==> src/rtl/b64enc_pkg.sv <==
// ----------------------------------------------------------------------------
// b64enc_pkg
// Shared types, constants and the alphabet map for the Base64 stream encoder.
// ----------------------------------------------------------------------------
package b64enc_pkg;

  localparam int QDepth = 2;
  localparam int QPtrW  = $clog2(QDepth);
  localparam int QCntW  = $clog2(QDepth + 1);

  localparam logic [6:0] CharUpperA = 7'h41;
  localparam logic [6:0] CharLowerA = 7'h61;
  localparam logic [6:0] CharZero   = 7'h30;
  localparam logic [6:0] CharPlus   = 7'h2B;
  localparam logic [6:0] CharSlash  = 7'h2F;
  localparam logic [6:0] CharPad    = 7'h3D;

  localparam logic [5:0] NumUpper = 6'd26;
  localparam logic [5:0] NumAlpha = 6'd52;
  localparam logic [5:0] NumAlnum = 6'd62;

  typedef logic [5:0] grp_t;

  typedef struct packed {
    grp_t [3:0] grp;
    logic [3:0] pad;
    logic [1:0] n_m1;
    logic       last;
  } job_t;

  typedef struct packed {
    logic full;
    logic empty;
  } qstat_t;

  function automatic logic [6:0] sym_of(input grp_t g);
    logic [6:0] gx;
    logic [6:0] res;
    gx = {1'b0, g};
    if (g < NumUpper) begin
      res = CharUpperA + gx;
    end else if (g < NumAlpha) begin
      res = CharLowerA + gx - {1'b0, NumUpper};
    end else if (g < NumAlnum) begin
      res = CharZero + gx - {1'b0, NumAlpha};
    end else if (g == NumAlnum) begin
      res = CharPlus;
    end else begin
      res = CharSlash;
    end
    return res;
  endfunction

endpackage

==> src/rtl/base64_stream_encoder_top.sv <==
// ----------------------------------------------------------------------------
// base64_stream_encoder_top
// Streaming Base64 encoder: bytes in, standard-alphabet characters out.
// ----------------------------------------------------------------------------
//  channel | dir | tdata                | tlast        | tuser
//  s_axis  | in  | [7:0] data_byte      | is_last      | -
//  m_axis  | out | [6:0] symbol, [7] 0  | message_last | [0] run_last
//
// One character leaves per cycle from the output register unless m_axis_tready
// holds it; the front end builds each byte's job combinationally, and the back
// end emits 1 to 4 characters a byte (1 or 2 mid message, 2 to 4 with padding last).
// A two-entry job queue lets bytes enter while earlier characters drain.
// Synchronous active-high reset clears leftover bits, queue and output valid.
// ----------------------------------------------------------------------------
module base64_stream_encoder_top (
  input  logic       clk,
  input  logic       rst,
  input  logic       s_axis_tvalid,
  output logic       s_axis_tready,
  input  logic [7:0] s_axis_tdata,   // [7:0] data_byte
  input  logic       s_axis_tlast,
  output logic       m_axis_tvalid,
  input  logic       m_axis_tready,
  output logic [7:0] m_axis_tdata,   // [6:0] symbol, [7] zero
  output logic       m_axis_tlast,
  output logic       m_axis_tuser    // [0] run_last
);

  b64enc_pkg::job_t   wjob;
  b64enc_pkg::job_t   rjob;
  b64enc_pkg::qstat_t qstat;
  logic               q_push;
  logic               q_pop;
  logic [6:0]         symbol;

  b64enc_front u_front (
    .clk       (clk),
    .rst       (rst),
    .in_valid  (s_axis_tvalid),
    .in_ready  (s_axis_tready),
    .data_byte (s_axis_tdata),
    .is_last   (s_axis_tlast),
    .qstat     (qstat),
    .push      (q_push),
    .job       (wjob)
  );

  b64enc_queue u_queue (
    .clk   (clk),
    .rst   (rst),
    .push  (q_push),
    .wjob  (wjob),
    .pop   (q_pop),
    .rjob  (rjob),
    .qstat (qstat)
  );

  b64enc_back u_back (
    .clk          (clk),
    .rst          (rst),
    .head         (rjob),
    .qstat        (qstat),
    .pop          (q_pop),
    .out_valid    (m_axis_tvalid),
    .out_ready    (m_axis_tready),
    .symbol       (symbol),
    .run_last     (m_axis_tuser),
    .message_last (m_axis_tlast)
  );

  assign m_axis_tdata = {1'b0, symbol};

`ifndef SYNTHESIS
  a_no_overflow: assert property (@(posedge clk) disable iff (rst)
    q_push |-> !qstat.full)
    else $error("job queue overflow");

  a_no_underflow: assert property (@(posedge clk) disable iff (rst)
    q_pop |-> !qstat.empty)
    else $error("job queue underflow");

  a_status_sane: assert property (@(posedge clk) disable iff (rst)
    !(qstat.full && qstat.empty))
    else $error("job queue full and empty at once");

  a_msg_ends_run: assert property (@(posedge clk) disable iff (rst)
    (m_axis_tvalid && m_axis_tlast) |-> m_axis_tuser)
    else $error("message end outside run end");
`endif

endmodule

==> src/rtl/b64enc_front.sv <==
// ----------------------------------------------------------------------------
// b64enc_front
// Accepts message bytes, tracks leftover bits and builds one character job.
// ----------------------------------------------------------------------------
module b64enc_front (
  input  logic               clk,
  input  logic               rst,
  input  logic               in_valid,
  output logic               in_ready,
  input  logic [7:0]         data_byte,
  input  logic               is_last,
  input  b64enc_pkg::qstat_t qstat,
  output logic               push,
  output b64enc_pkg::job_t   job
);

  logic [3:0] pending_bits;
  logic [3:0] pending_bits_next;
  logic [1:0] pending_count;
  logic [1:0] pending_count_next;

  assign in_ready = !qstat.full;
  assign push     = in_valid && in_ready;

  always_comb begin
    job                = '0;
    job.last           = is_last;
    pending_bits_next  = '0;
    pending_count_next = '0;
    case (pending_count)
      2'd1: begin
        job.grp[0] = {pending_bits[1:0], data_byte[7:4]};
        if (is_last) begin
          job.grp[1] = {data_byte[3:0], 2'b00};
          job.pad[2] = 1'b1;
          job.n_m1   = 2'd2;
        end else begin
          job.n_m1           = 2'd0;
          pending_bits_next  = data_byte[3:0];
          pending_count_next = 2'd2;
        end
      end
      2'd2: begin
        job.grp[0] = {pending_bits, data_byte[7:6]};
        job.grp[1] = data_byte[5:0];
        job.n_m1   = 2'd1;
      end
      default: begin
        job.grp[0] = data_byte[7:2];
        if (is_last) begin
          job.grp[1] = {data_byte[1:0], 4'b0000};
          job.pad[2] = 1'b1;
          job.pad[3] = 1'b1;
          job.n_m1   = 2'd3;
        end else begin
          job.n_m1           = 2'd0;
          pending_bits_next  = {2'b00, data_byte[1:0]};
          pending_count_next = 2'd1;
        end
      end
    endcase
  end

  always_ff @(posedge clk) begin
    if (rst) begin
      pending_bits  <= '0;
      pending_count <= '0;
    end else if (push) begin
      pending_bits  <= pending_bits_next;
      pending_count <= pending_count_next;
    end
  end

endmodule

==> src/rtl/b64enc_queue.sv <==
// ----------------------------------------------------------------------------
// b64enc_queue
// Short job queue between the byte front end and the character back end.
// ----------------------------------------------------------------------------
module b64enc_queue (
  input  logic               clk,
  input  logic               rst,
  input  logic               push,
  input  b64enc_pkg::job_t   wjob,
  input  logic               pop,
  output b64enc_pkg::job_t   rjob,
  output b64enc_pkg::qstat_t qstat
);

  b64enc_pkg::job_t                   mem [b64enc_pkg::QDepth];
  logic [b64enc_pkg::QPtrW-1:0]       wptr;
  logic [b64enc_pkg::QPtrW-1:0]       rptr;
  logic [b64enc_pkg::QCntW-1:0]       count;

  assign rjob        = mem[rptr];
  assign qstat.full  = (count == b64enc_pkg::QCntW'(b64enc_pkg::QDepth));
  assign qstat.empty = (count == '0);

  always_ff @(posedge clk) begin
    if (push) begin
      mem[wptr] <= wjob;
    end
  end

  always_ff @(posedge clk) begin
    if (rst) begin
      wptr  <= '0;
      rptr  <= '0;
      count <= '0;
    end else begin
      if (push) begin
        wptr <= wptr + 1'b1;
      end
      if (pop) begin
        rptr <= rptr + 1'b1;
      end
      if (push && !pop) begin
        count <= count + 1'b1;
      end else if (pop && !push) begin
        count <= count - 1'b1;
      end
    end
  end

endmodule

==> src/rtl/b64enc_back.sv <==
// ----------------------------------------------------------------------------
// b64enc_back
// Walks the head job one character per cycle, unless the output stalls, into the output register.
// ----------------------------------------------------------------------------
module b64enc_back (
  input  logic               clk,
  input  logic               rst,
  input  b64enc_pkg::job_t   head,
  input  b64enc_pkg::qstat_t qstat,
  output logic               pop,
  output logic               out_valid,
  input  logic               out_ready,
  output logic [6:0]         symbol,
  output logic               run_last,
  output logic               message_last
);

  logic [1:0] idx;
  logic       advance;
  logic       fire;
  logic       at_end;
  logic [6:0] sym_next;

  assign advance = !out_valid || out_ready;
  assign fire    = advance && !qstat.empty;
  assign at_end  = (idx == head.n_m1);
  assign pop     = fire && at_end;

  always_comb begin
    if (head.pad[idx]) begin
      sym_next = b64enc_pkg::CharPad;
    end else begin
      sym_next = b64enc_pkg::sym_of(head.grp[idx]);
    end
  end

  always_ff @(posedge clk) begin
    if (rst) begin
      out_valid <= 1'b0;
      idx       <= '0;
    end else if (advance) begin
      out_valid <= !qstat.empty;
      if (fire) begin
        idx <= at_end ? 2'd0 : idx + 2'd1;
      end
    end
  end

  always_ff @(posedge clk) begin
    if (fire) begin
      symbol       <= sym_next;
      run_last     <= at_end;
      message_last <= at_end && head.last;
    end
  end

endmodule
==> config.mk <==
export PLATFORM = sky130hd
export DESIGN_NAME = base64_stream_encoder_top
export DESIGN_NICKNAME = d
export VERILOG_FILES = /design/src/rtl/b64enc_pkg.sv /design/src/rtl/base64_stream_encoder_top.sv /design/src/rtl/b64enc_front.sv /design/src/rtl/b64enc_queue.sv /design/src/rtl/b64enc_back.sv
export SDC_FILE = /design/constraint.sdc
export NUM_CORES = 1
export LEC_CHECK = 0
export BUFFER_PORTS_ARGS = -buffer_cell sky130_fd_sc_hd__buf_4
export CELL_PAD_IN_SITES_DETAIL_PLACEMENT = 0
export CELL_PAD_IN_SITES_GLOBAL_PLACEMENT = 2
export CORE_MARGIN = 4
export CORE_UTILIZATION = 30
export CTS_BUF_LIST = sky130_fd_sc_hd__clkbuf_8
export DETAILED_ROUTE_END_ITERATION = 8
export HOLD_SLACK_MARGIN = 0.1
export PLACE_DENSITY = 0.64
export SLEW_MARGIN = 0
export SYNTH_ARGS = -nofsm -noshare
export SYNTH_HDL_FRONTEND = slang
export SYNTH_SLANG_ARGS = --single-unit
==> constraint.sdc <==
create_clock -name clk -period 3.2 [get_ports clk]
set_input_delay 0.64 -clock clk [delete_from_list [all_inputs] [get_ports clk]]
set_output_delay 0.64 -clock clk [all_outputs]
set_load 0.03 [all_outputs]
==> run summary, run 1 <==
The number of synthesized flops with an enable pin is between 40 and 50. For the worst-skew pair, the clock arrives at the later sink with an insertion delay of between 0.3 and 0.4 ns. Synthesis produced 252 cells. 25 I/O pins were placed. The data required time at the worst endpoint came out at about 3.3 ns. Setup repair after global routing left no endpoint under its margin. The placed cell count is 395. The commonest non-fill, non-tap cell in the layout is edfxtp_1. After clock tree synthesis, the clock-pin slew on the worst setup and hold paths is about 0.070 ns.

The largest single stage delay on the critical path is roughly 0.6 ns. The clock passes through at most 2 buffers. The share of total power dissipated in the clock network is 0.194. The combinational power share is 0.466. The leakage power came out at between 0.001 and 0.0015 uW. The post-synth net total came out at 274. The post-synthesis instance area came out at a little under 3000 um2. The number of hold-slack violations in the final timing report is 0.

For this design, the sink count on the clock tree is 57. The top fanout value on the critical path is 11. The total of cells resized after clock tree synthesis is 0. The initial antenna violation count is 0. The final core utilization came out at 0.362.

The power density normalized to cell area came out at a little under 1000 nW/um2. The number of max-cap violations came out at 0. The DRC violation total after the first TritonRoute iteration is 96.

The setup clock skew after layout came out at between 0.006 and 0.007 ns. The analysis attributes to net switching a power of 1280 uW. The post-detailed-route DRC marker count came out at 0. STA classifies the critical path startpoint as a flop. The floorplan row count came out at 35.

The overall die height came out at 107 um. The routed length per placed instance is between 10 and 15 um. The part of the total power dissipated in sequential elements came out at 0.340. Of the total power, the share spent switching nets is 0.389. The arrival time of data at the critical path endpoint is between 2 and 3 ns. The area of the die is 11400 um2.

The final-layout setup total negative slack is 0 ns. The die is 107 um wide. Relative to the synthesized area, the layout overhead comes to 16.2%. The tree is rooted in a clkbuf_8.

The fraction of final layout cells with drive strength greater than 1 came out at 0.199. The critical path is of the reg2reg type. The finished layout holds about 410 standard cells, fillers aside. The total of buffers placed on input and output ports came out at 23. The internal power of the cells came out at between 2000 and 2500 uW. The fraction of synthesis flops using an asynchronous set or reset pin came out at 0.

The run finished with clean final reports. The path class of the lowest-slack min-delay path is reg2reg. The H-tree depth came out at 3.

The HPWL after detailed placement came out at roughly 4600 um. Of the available clock period, the critical path in the final layout requires 0.840. In this run the tightest slew margin relative to its limit is 0.596. TritonCTS built the clock tree. The total overflow reported by the global router came out at 0. The first-pass GRT wire length is between 10000 and 15000 um.

The initial standard-cell utilization of the core came out at 0.311. The fraction of the yosys area taken by sequential cells is 0.538. The core region is ~9400 um2. The slew of the pin with the lowest slew margin is ~0.6 ns. At the end of the flow, the number of nets in the layout was approximately 300. The critical path goes through mux4_2 > nand2_2 > inv_2 > ha_1 > a211o_1 > o21ai_1 > mux2i_1 > o221ai_2. Entering global routing, the biggest net connects 23 pins. The register-to-register path setup slack is 0.51 ns. The post-CTS setup buffer count is 0.

The peak ir drop on the vdd network is ~270 uV. For this design, the slowest cell found on the critical path is mux4_2. In this run, distinct cell masters in the synthesized netlist total 49. After clock tree synthesis, the flow added hold-fix buffers numbering 0. The post-synthesis register bit count is between 50 and 60. Across every metal layer, demand over resource in global routing totals 0.117.

The per-cell via count in the routed design came out at about 4.8. The most used flip-flop cell after synthesis is edfxtp_1. The total wire length after detailed routing came out at between 6000 and 7000 um. The type of element capturing the critical path is a flop. The library cells used most frequently in the layout, excluding fill and tap cells, are 43 x edfxtp_1, 27 x buf_4, 24 x nor2_1, 19 x nand2_1. The shortest period the worst path allows is approximately 2.7 ns.

For this run, the number of Yosys warnings is 0. The number of nets with antenna violations after routing is 0. The number of global-route vias before repair is 2019.

The count of inserted antenna diode cells came out at 0. A synthesized cell averages 11.6 um2. The via count is approximately 2000. The iteration count of the initial detailed-routing pass came out at 4. Setup violations remaining at the end of the flow were counted as 0. The achievable clock frequency came out at ~370 MHz.

The total CTS buffers came out at 9. The max-slew violation count is 0. The congestion estimate from routability-driven global placement came to roughly 0.75.
-- per-layer routing --
| metal | global-route usage | share of wire |
|---|---|---|
| met1 | 0.146 | 0.45 |
| met5 | 0 | 0 |
| met2 | 0.181 | 0.48 |
| met3 | 0.0427 | 0.038 |
| met4 | 0.0557 | 0.029 |
-- power by group through the flow --
stage	sequential, uW	clock, uW	combinational (uW)
after CTS	1120	664	1560
after floorplan	1240	0	1080
after global routing	1140	703	1730
after global placement	1140	0	1580
final	1120	640	1540
after detailed placement	1140	0	1560
-- state kept, by name, indices dropped and copies added (netlist names), 2 cells and up, named ones only --
| register | cells |
|---|---|
| u_queue.mem | 34 |
| u_back.idx | 2 |
| u_queue.count | 2 |
| u_front.pending_bits | 4 |
| u_front.pending_count | 2 |
| u_back.symbol | 7 |
-- cell usage after synthesis (4+ instances only) --
library cell / number / area share
nand2_1: 19 / 0.024
a32oi_1: 4 / 0.012
and2_1: 4 / 0.0086
clkbuf_1: 8 / 0.010
nand3_1: 6 / 0.010
a21oi_1: 14 / 0.024
and3_1: 5 / 0.011
o21ai_0: 11 / 0.019
nor2_1: 24 / 0.031
edfxtp_1: 43 / 0.44
mux4_2: 5 / 0.039
mux2_2: 4 / 0.015
dfxtp_1: 14 / 0.096
inv_1: 12 / 0.015
mux2i_1: 5 / 0.017
nand4_1: 4 / 0.0086
ha_1: 9 / 0.039
a22oi_1: 10 / 0.026
xnor2_1: 5 / 0.015
-- through the flow --
step | power, uW | instance area, um2 | hold WS [ns] | setup WS (ns)
floorplan | 2320 | 2920 | 0.472 | 0.753
global placement | 2720 | 3200 | 0.490 | 0.545
global route | 3570 | 3390 | 0.524 | 0.313
CTS | 3350 | 3390 | 0.498 | 0.493
finish | 3300 | 3390 | 0.496 | 0.511
detailed placement | 2690 | 3200 | 0.490 | 0.476
-- final timing paths --
kind	depth (start not counted)	startpoint	to
hold reg to reg	2	u_back.out_valid	u_back.out_valid
setup / recovery	8	flop	u_back.symbol[1]
setup reg to reg	8	flop	u_back.symbol[1]
hold / removal	2	u_back.out_valid	u_back.out_valid
-- worst max-delay path, delay by kind of cell (launching register included) --
kind                     cells  cell delay, ns
multiplexers                 2            0.84
flip-flops                   1            0.59
AO/OA/AOI/OAI                3            0.54
adder cells (fa/ha/maj)      1            0.26
AND/OR/NAND/NOR              1            0.16
buffers and inverters        1            0.05
-- area by class of cell --
class | instances | area (um2)
Timing Repair Buffer | 27 | 203
Inverter | 13 | 48.8
Fill cell | 979 | 5980
Sequential cell | 57 | 1570
Clock inverter | 7 | 63.8
Tap cell | 129 | 161
Clock buffer | 9 | 124
Multi-Input combinational cell | 169 | 1220
-- cells by family after synthesis --
| logic type | synth area share |
|---|---|
| multiplexers | 0.0892 |
| AO/OA/AOI/OAI | 0.125 |
| buffers and inverters | 0.0437 |
| other | 0.00128 |
| AND/OR/NAND/NOR | 0.140 |
| adder cells (fa/ha/maj) | 0.0386 |
| flip-flops | 0.538 |
| XOR/XNOR | 0.0240 |
(Power assumes the default switching activity.)
==> run 2, diff against run 1 <==
--- a/config.mk
+++ b/config.mk
@@ -5,6 +5,7 @@
 export SDC_FILE = /design/constraint.sdc
 export NUM_CORES = 1
 export LEC_CHECK = 0
+export ABC_AREA = 1
 export BUFFER_PORTS_ARGS = -buffer_cell sky130_fd_sc_hd__buf_4
 export CELL_PAD_IN_SITES_DETAIL_PLACEMENT = 0
 export CELL_PAD_IN_SITES_GLOBAL_PLACEMENT = 2
@@ -13,7 +14,7 @@
 export CTS_BUF_LIST = sky130_fd_sc_hd__clkbuf_8
 export DETAILED_ROUTE_END_ITERATION = 8
 export HOLD_SLACK_MARGIN = 0.1
-export PLACE_DENSITY = 0.64
+export PLACE_DENSITY = 0.67
 export SLEW_MARGIN = 0
 export SYNTH_ARGS = -nofsm -noshare
 export SYNTH_HDL_FRONTEND = slang
==> constraint.sdc (replaced) <==
create_clock -name clk -period 2.5 [get_ports clk]
set_input_delay 0.5 -clock clk [delete_from_list [all_inputs] [get_ports clk]]
set_output_delay 0.5 -clock clk [all_outputs]
set_load 0.03 [all_outputs]
==> run 2 against run 1 <==
  * Final cell count rose by 17%
  * Global-route usage rose by 0.27 points
  * Final area rose by 2.5%
  * Sequential cell count did not move
  * Maximum frequency rose by 21%
  * Combinational power rose by 69%
  * Clock-buffer cell count rose by 2
==> run summary, run 2 <==
The run finished with clean final reports. The cell area that synthesis handed to floorplanning was around 3000 um2. In this run the clock root is driven by a clkbuf_8. The number of hold-slack violations in the final timing report came to 0. The routed length per placed instance is 13.1 um. The post-cts hold buffer count is 0. The post-CTS setup buffer count is 0. The peak ir drop on the vdd network is 443 uV. The worst slew margin relative to its limit is 0.662. The largest registers in the layout are u_queue.mem x34, u_back.symbol x7, u_front.pending_bits x4. The number of max-cap violations is 0. The total wire length after detailed routing came out at 6300 um. The worst setup path is captured at a flop. The largest stage delay on the critical path is approximately 0.54 ns. In the final layout, the share of cells above drive strength 1 is 0.210. The arrival time of data at the critical path endpoint came out at between 2 and 2.5 ns. The post-detailed-route DRC marker count came out at 0. The leakage power came out at between 0.001 and 0.0015 uW. The fraction of synthesis flops using an asynchronous set or reset pin is 0. The instance count of the mapped netlist is between 300 and 400. The mean instance size in the synthesized netlist came out at around 9.5 um2. The slew of the pin with the lowest slew margin is 0.503 ns. The via count is 2107. The critical path starts at u_back.idx[0]. The number of flip-flops under the largest register name is 34. The clock period could shrink to 2.23 ns. The area overhead of the layout relative to synthesis came out at 17.3%. The net count of the finished layout is about 370. The worst setup path is of the reg2reg kind. Setup repair after global routing left no endpoint under its margin.

The initial antenna violation count was 0. The H-tree depth is 3. More flip-flops sit in one register than any other, and that register is u_queue.mem. The fraction of synthesized cell area taken by the top area cell type is 0.435. The fraction of the yosys area taken by sequential cells came out at 0.530. The pre-CTS setup slack came out at between 0.2 and 0.3 ns. The path class of the lowest-slack min-delay path is in2reg. Synthesis inferred 57 register bits.

The final design area excluding fillers came out at around 3500 um2. The total overflow left after global routing is 0. After synthesis, the cell types taking the most area are edfxtp_1 44%, nand2_1 10%, dfxtp_1 9.5%. The register-to-register path setup slack came out at roughly 0.27 ns. The endpoint identified for the worst register-to-register timing path is u_back.symbol[4]. The max-slew violation count was 0. For this design, the slowest cell found on the critical path is dfxtp_1.

Setup violations remaining at the end of the flow were counted as 0. The deepest clock path buffer count came out at 2. The critical path goes through inv_2 > nand3_1 > nand3_2 > inv_1 > ha_1 > inv_1 > o21ai_0 > xor2_1 > o21ai_1 > nand2_1 > nand3_1. The placeable core region came out at roughly 9700 um2. The final-layout setup total negative slack is 0 ns.

The total CTS buffers came out at 9. The worst register-to-register path begins at u_back.idx[0]. In the finished design, the share of the clock period the worst path needs comes to 0.891. The worst path meets setup with approximately 0.27 ns of slack.

The clock reaches the later pin of the worst-skew pair after 0.33 ns. The wire-length estimate of the detail-placed layout is slightly below 5000 um. In this run the most critical hold path is launched from rst. The top fanout value on the critical path is 10. The number of library cell types mapped by synthesis is 38. The cell area after placement is between 3000 and 4000 um2. The number of global-route vias before repair is around 2100.

The total of buffers placed on input and output ports is 23. The commonest non-fill, non-tap cell in the layout is nand2_1. Measured on the finished design, the core utilization comes to 0.359. The floorplan row count came out at 36. The routability-driven placement congestion ratio is 0.748. edfxtp_1 takes more of the synthesized area than any other cell.

The setup clock skew after layout is 0.00603 ns. In the layout the commonest cells are 79 x nand2_1, 43 x edfxtp_1, 30 x nor2_1, 28 x buf_4, 27 x inv_1. The first routing iteration left ~110 violations. The total of cells resized after clock tree synthesis is 0.

The number of nets with antenna violations after routing is 0. The maximum number of pins on one net before global-route repair is 19. The overall die height is about 110 um.

nand2_1 is the most common cell in the netlist. By count the netlist is led by 79 x nand2_1, 43 x edfxtp_1, 30 x nor2_1, 27 x inv_1, 24 x nand3_1. Following the worst setup path forward leads to its endpoint at u_back.symbol[4]. Synthesis produced a netlist with a net count of around 330.

The die boundary width came out at 107 um. Dividing the detail-routed via count by the number of cells gives about 4.4. The count of inserted antenna diode cells came out at 0.

For this run, the leading register cell type out of synthesis is edfxtp_1. The power density normalized to cell area came out at roughly 1400 nW/um2. For this run, the top clock speed supported by timing is about 450 MHz.

For the worst flop-to-flop path, the logic depth is 11. The data required time at the worst endpoint is 2.58 ns. The synthesized design contains 43 enable-type register cells. The first-pass GRT wire length is 10500 um.

TritonCTS built the clock tree. The register clock-pin slew on the reported worst setup and hold paths is 0.07 ns. The initial standard-cell utilization of the core is 0.306. The number of top-level design ports is 25. The global-route usage over all layers came out at 0.120. The final-layout worst hold slack came out at 0.397 ns.

The iteration count of the initial detailed-routing pass came out at 5. STA classifies the critical path startpoint as a flop. The area of the die is ~12000 um2. The number of clock sinks is 57. Yosys printed 0 warnings.
run 2: cell types whose count changed in the layout (fill, tap and decap cells not counted), moves of 4 or more:
cell,previous run,this run
mux2_2,4,0
nand3_1,6,24
a32oi_1,4,0
nand2_1,19,79
nand2_2,1,6
and2_1,4,0
mux4_2,5,0
nor2_1,24,30
mux2i_1,5,0
a22oi_1,10,0
and3_1,5,0
inv_1,14,27
run 2: worst max-delay path, delay by kind of cell (launching register included):
family,cells,cell delay [ns]
AOI/OAI and AO/OA,2,0.33
xor gates and xnor gates,1,0.18
adders and majority gates,1,0.17
buffers and inverters,3,0.39
DFF,1,0.54
and+or+nand+nor,4,0.36
run 2: layout make-up:
cell class	count	area [um2]
Clock buffer	11	151
Clock inverter	5	53.8
Fill cell	1021	6210
Inverter	34	151
Multi-Input combinational cell	213	1170
Sequential cell	57	1570
Tap cell	133	166
Timing Repair Buffer	28	210
run 2: routing by layer:
layer,routed length [um],global-route usage,share of wire
met5,0,0,0
met4,124,0.0541,0.020
met3,183,0.0282,0.029
met2,3100,0.202,0.49
met1,2890,0.146,0.46
run 2: through the flow:
step | std cells | power (uW)
global placement | 465 | 4170
CTS | 481 | 5030
global route | 481 | 5370
finish | 481 | 4940
detailed placement | 465 | 4120
floorplan | 311 | 3540
run 2: power by group:
part | internal, uW | switching, uW
Clock | 511 | 378
Combinational | 901 | 1700
Sequential | 1370 | 93.0
Total | 2780 | 2170
run 2: cell families (layout without fill, tap and decap cells):
group                    Yosys count  count (layout)  share of synthesized area
AO/OA/AOI/OAI                     38              38                     0.0764
XOR/XNOR                           9               9                     0.0291
adder cells (fa/ha/maj)            9               9                     0.0380
buffers and inverters             41              78                     0.0743
flip-flops                        57              57                      0.530
other                              1               1                    0.00126
AND/OR/NAND/NOR                  156             156                      0.251
run 2: how the worst min path moves through the flow:
stage	endpoint	slack [ns]	depth (start not counted)
global placement	u_front.pending_bits[3]	0.45	2
detailed placement	u_front.pending_bits[3]	0.46	2
floorplan	u_front.pending_bits[2]	0.45	2
CTS	u_queue.count[0]	0.38	2
finish	u_front.pending_bits[3]	0.40	2
global route	u_front.pending_bits[2]	0.39	2
==> run 3, diff against run 2 <==
--- a/config.mk
+++ b/config.mk
@@ -9,7 +9,6 @@
 export BUFFER_PORTS_ARGS = -buffer_cell sky130_fd_sc_hd__buf_4
 export CELL_PAD_IN_SITES_DETAIL_PLACEMENT = 0
 export CELL_PAD_IN_SITES_GLOBAL_PLACEMENT = 2
-export CORE_MARGIN = 4
 export CORE_UTILIZATION = 30
 export CTS_BUF_LIST = sky130_fd_sc_hd__clkbuf_8
 export DETAILED_ROUTE_END_ITERATION = 8
==> run 3 against run 2 <==
  * Die area decreased by 11%
  * Largest power group unchanged
  * Power decreased by 0.40%
  * First-iteration DRC count decreased by 30%
  * Maximum frequency increased by 2.9%
  * Clock-buffer cell count unchanged
==> run summary, run 3 (synthesis gave the netlist of run 2 again) <==
The net switching power figure is around 2100 uW. The DRC violation total after the first TritonRoute iteration came out at between 70 and 80. The register with the highest flop count is u_queue.mem. In the layout the commonest cells are 79 x nand2_1, 43 x edfxtp_1, 30 x nor2_1, 28 x inv_1, 28 x buf_4. From left edge to right edge, the die measures 101 um. Entering global routing, the biggest net connects 19 pins. The total of buffers placed on input and output ports came out at 23. The setup clock skew after layout came out at between 0.01 and 0.015 ns. The arrival time of data at the critical path endpoint is 2.25 ns. The type of element capturing the critical path is a flop. Clock-pin slew was measured on the worst setup and hold paths at 0.07 ns. The final layout contains roughly 370 nets. The initial standard-cell utilization of the core is 0.315. The routability-driven placement congestion ratio is ~0.78. For this design the ratio of total power to cell area is around 1400 nW/um2. TritonCTS built the clock tree. For this run, design rule violations remaining after detail routing come to 0.

The routed length per placed instance is 12.9 um. The register with the most flip-flops in the layout has 34 of them. Along the worst path, the maximum fanout reaches 10. The global-route usage over all layers is 0.135. The initial antenna violation count is 0. The min-delay analysis places its worst path in the category in2reg. The flow ran to the end, and the final reports show no timing, DRC or antenna violations.

The shortest period the worst path allows is 2.17 ns. The final route contains ~2100 vias. Setup violations remaining at the end of the flow were counted as 0. The count of nets left with antenna violations once routing finished came out at 0. The internal power of the cells totals 2790 uW. After clock tree synthesis, the flow added hold-fix buffers numbering 0.

Of the total power, registers draw 0.298. The area of the die came out at slightly above 10000 um2. The combinational power share is 0.523. After routing, the total negative slack on setup checks comes to 0 ns. The number of clock sinks came out at 57. The post-CTS setup buffer count came out at 0.

The max-slew violation count came out at 0. The floorplan row count came out at 35. The critical path class is reg2reg. The number of hold-slack violations in the final timing report came out at 0.

The total of cells resized after clock tree synthesis is 0. The buffer cell driving the clock tree root is clkbuf_8. The data required time at the worst endpoint is around 2.6 ns. Setup repair after global routing left no endpoint under its margin.

STA classifies the critical path startpoint as a flop. The deepest clock path buffer count came out at 2. The number of antenna diodes in the final layout is 0.

After layout, the worst setup slack is ~0.33 ns. The H-tree depth is 3. The per-cell via count in the routed design is about 4.4. The area overhead of the layout relative to synthesis came out at 17.1%.

For this design the static power due to leakage is roughly 0.0015 uW. The first global-routing pass estimated just over 10000 um of wire. The pre-CTS setup slack is 0.301 ns. The commonest non-fill, non-tap cell in the layout is nand2_1.

Timing would allow up to 462 MHz. The iteration count of the initial detailed-routing pass came out at 4. The number of top-level design ports came out at 25. The number of max-cap violations is 0. The fraction of final layout cells with drive strength greater than 1 came out at 0.207. The post-layout total power is between 4000 and 5000 uW. The net switching share of the total power came out at 0.433.

Measured along the y axis, the die boundary spans 101 um. After floorplanning, the core was sized to cover about 9400 um2. In the final layout, the registers with the most flip-flops are u_queue.mem x34, u_back.symbol x7, u_front.pending_bits x4. The HPWL after detailed placement is 4810 um. The clock latency on the worst-skew pair is 0.34 ns.

The share of total power dissipated in the clock network is 0.179. In this run, CTS created clock tree buffers numbering 9. VDD sags by at most between 300 and 400 uV. The share of the cycle needed by the critical path after routing is 0.866. The number of global-route vias before repair came out at a little over 2000.

The total wire length after detailed routing is about 6000 um. The total overflow reported by the global router came out at 0.
## run 3: power groups by stage
stage                     clock (uW)  combinational, uW  sequential, uW
final                            882               2580            1460
after global routing             951               2910            1490
after CTS                        906               2630            1470
after detailed placement           0               2620            1490
after global placement             0               2660            1490
after floorplan                    0               1910            1620
## run 3: worst max-delay path: stages (launching register included)
cell and delay, ns:
dfxtp_1 0.52, inv_2 0.15, nand3_1 0.13, nand3_2 0.12, inv_1 0.19, ha_1 0.17, inv_1 0.05, o21ai_0 0.23
xor2_1 0.18, o21ai_1 0.07, nand2_1 0.05, nand3_1 0.06
## run 3: final cells by class
type,count,area (um2)
fillers,953,5940
flip-flops and latches,57,1570
multi-input cells,213,1170
repair buffers,28,210
well taps,129,161
clock buffers,11,151
inverters,34,151
clock inverters,5,53.8
## run 3: stage by stage
step	instance area (um2)	cells	util	hold slack (ns)
after floorplan	2970	311	-	0.445
after global placement	3270	461	0.347	0.459
after detailed placement	3270	461	0.347	0.462
after CTS	3470	477	0.369	0.388
after global routing	3470	477	0.369	0.386
final	3470	477	0.369	0.401
## run 3: final timing paths
check | startpoint | endpoint | slack [ns] | cells after the start
max reg2reg | u_back.idx[0] | u_back.symbol[4] | 0.33 | 11
min reg2reg | u_front.pending_bits[3] | u_front.pending_bits[3] | 0.48 | 2
min | rst | u_front.pending_count[1] | 0.40 | 2
max | u_back.idx[0] | u_back.symbol[4] | 0.33 | 11
## run 3: layer usage
metal	track usage	wire length (um)	vias to the layer above
met4	0.0624	165	0
met2	0.225	2960	41
met1	0.161	2810	927
met5	0	0	-
li1	-	-	1100
met3	0.0380	196	14
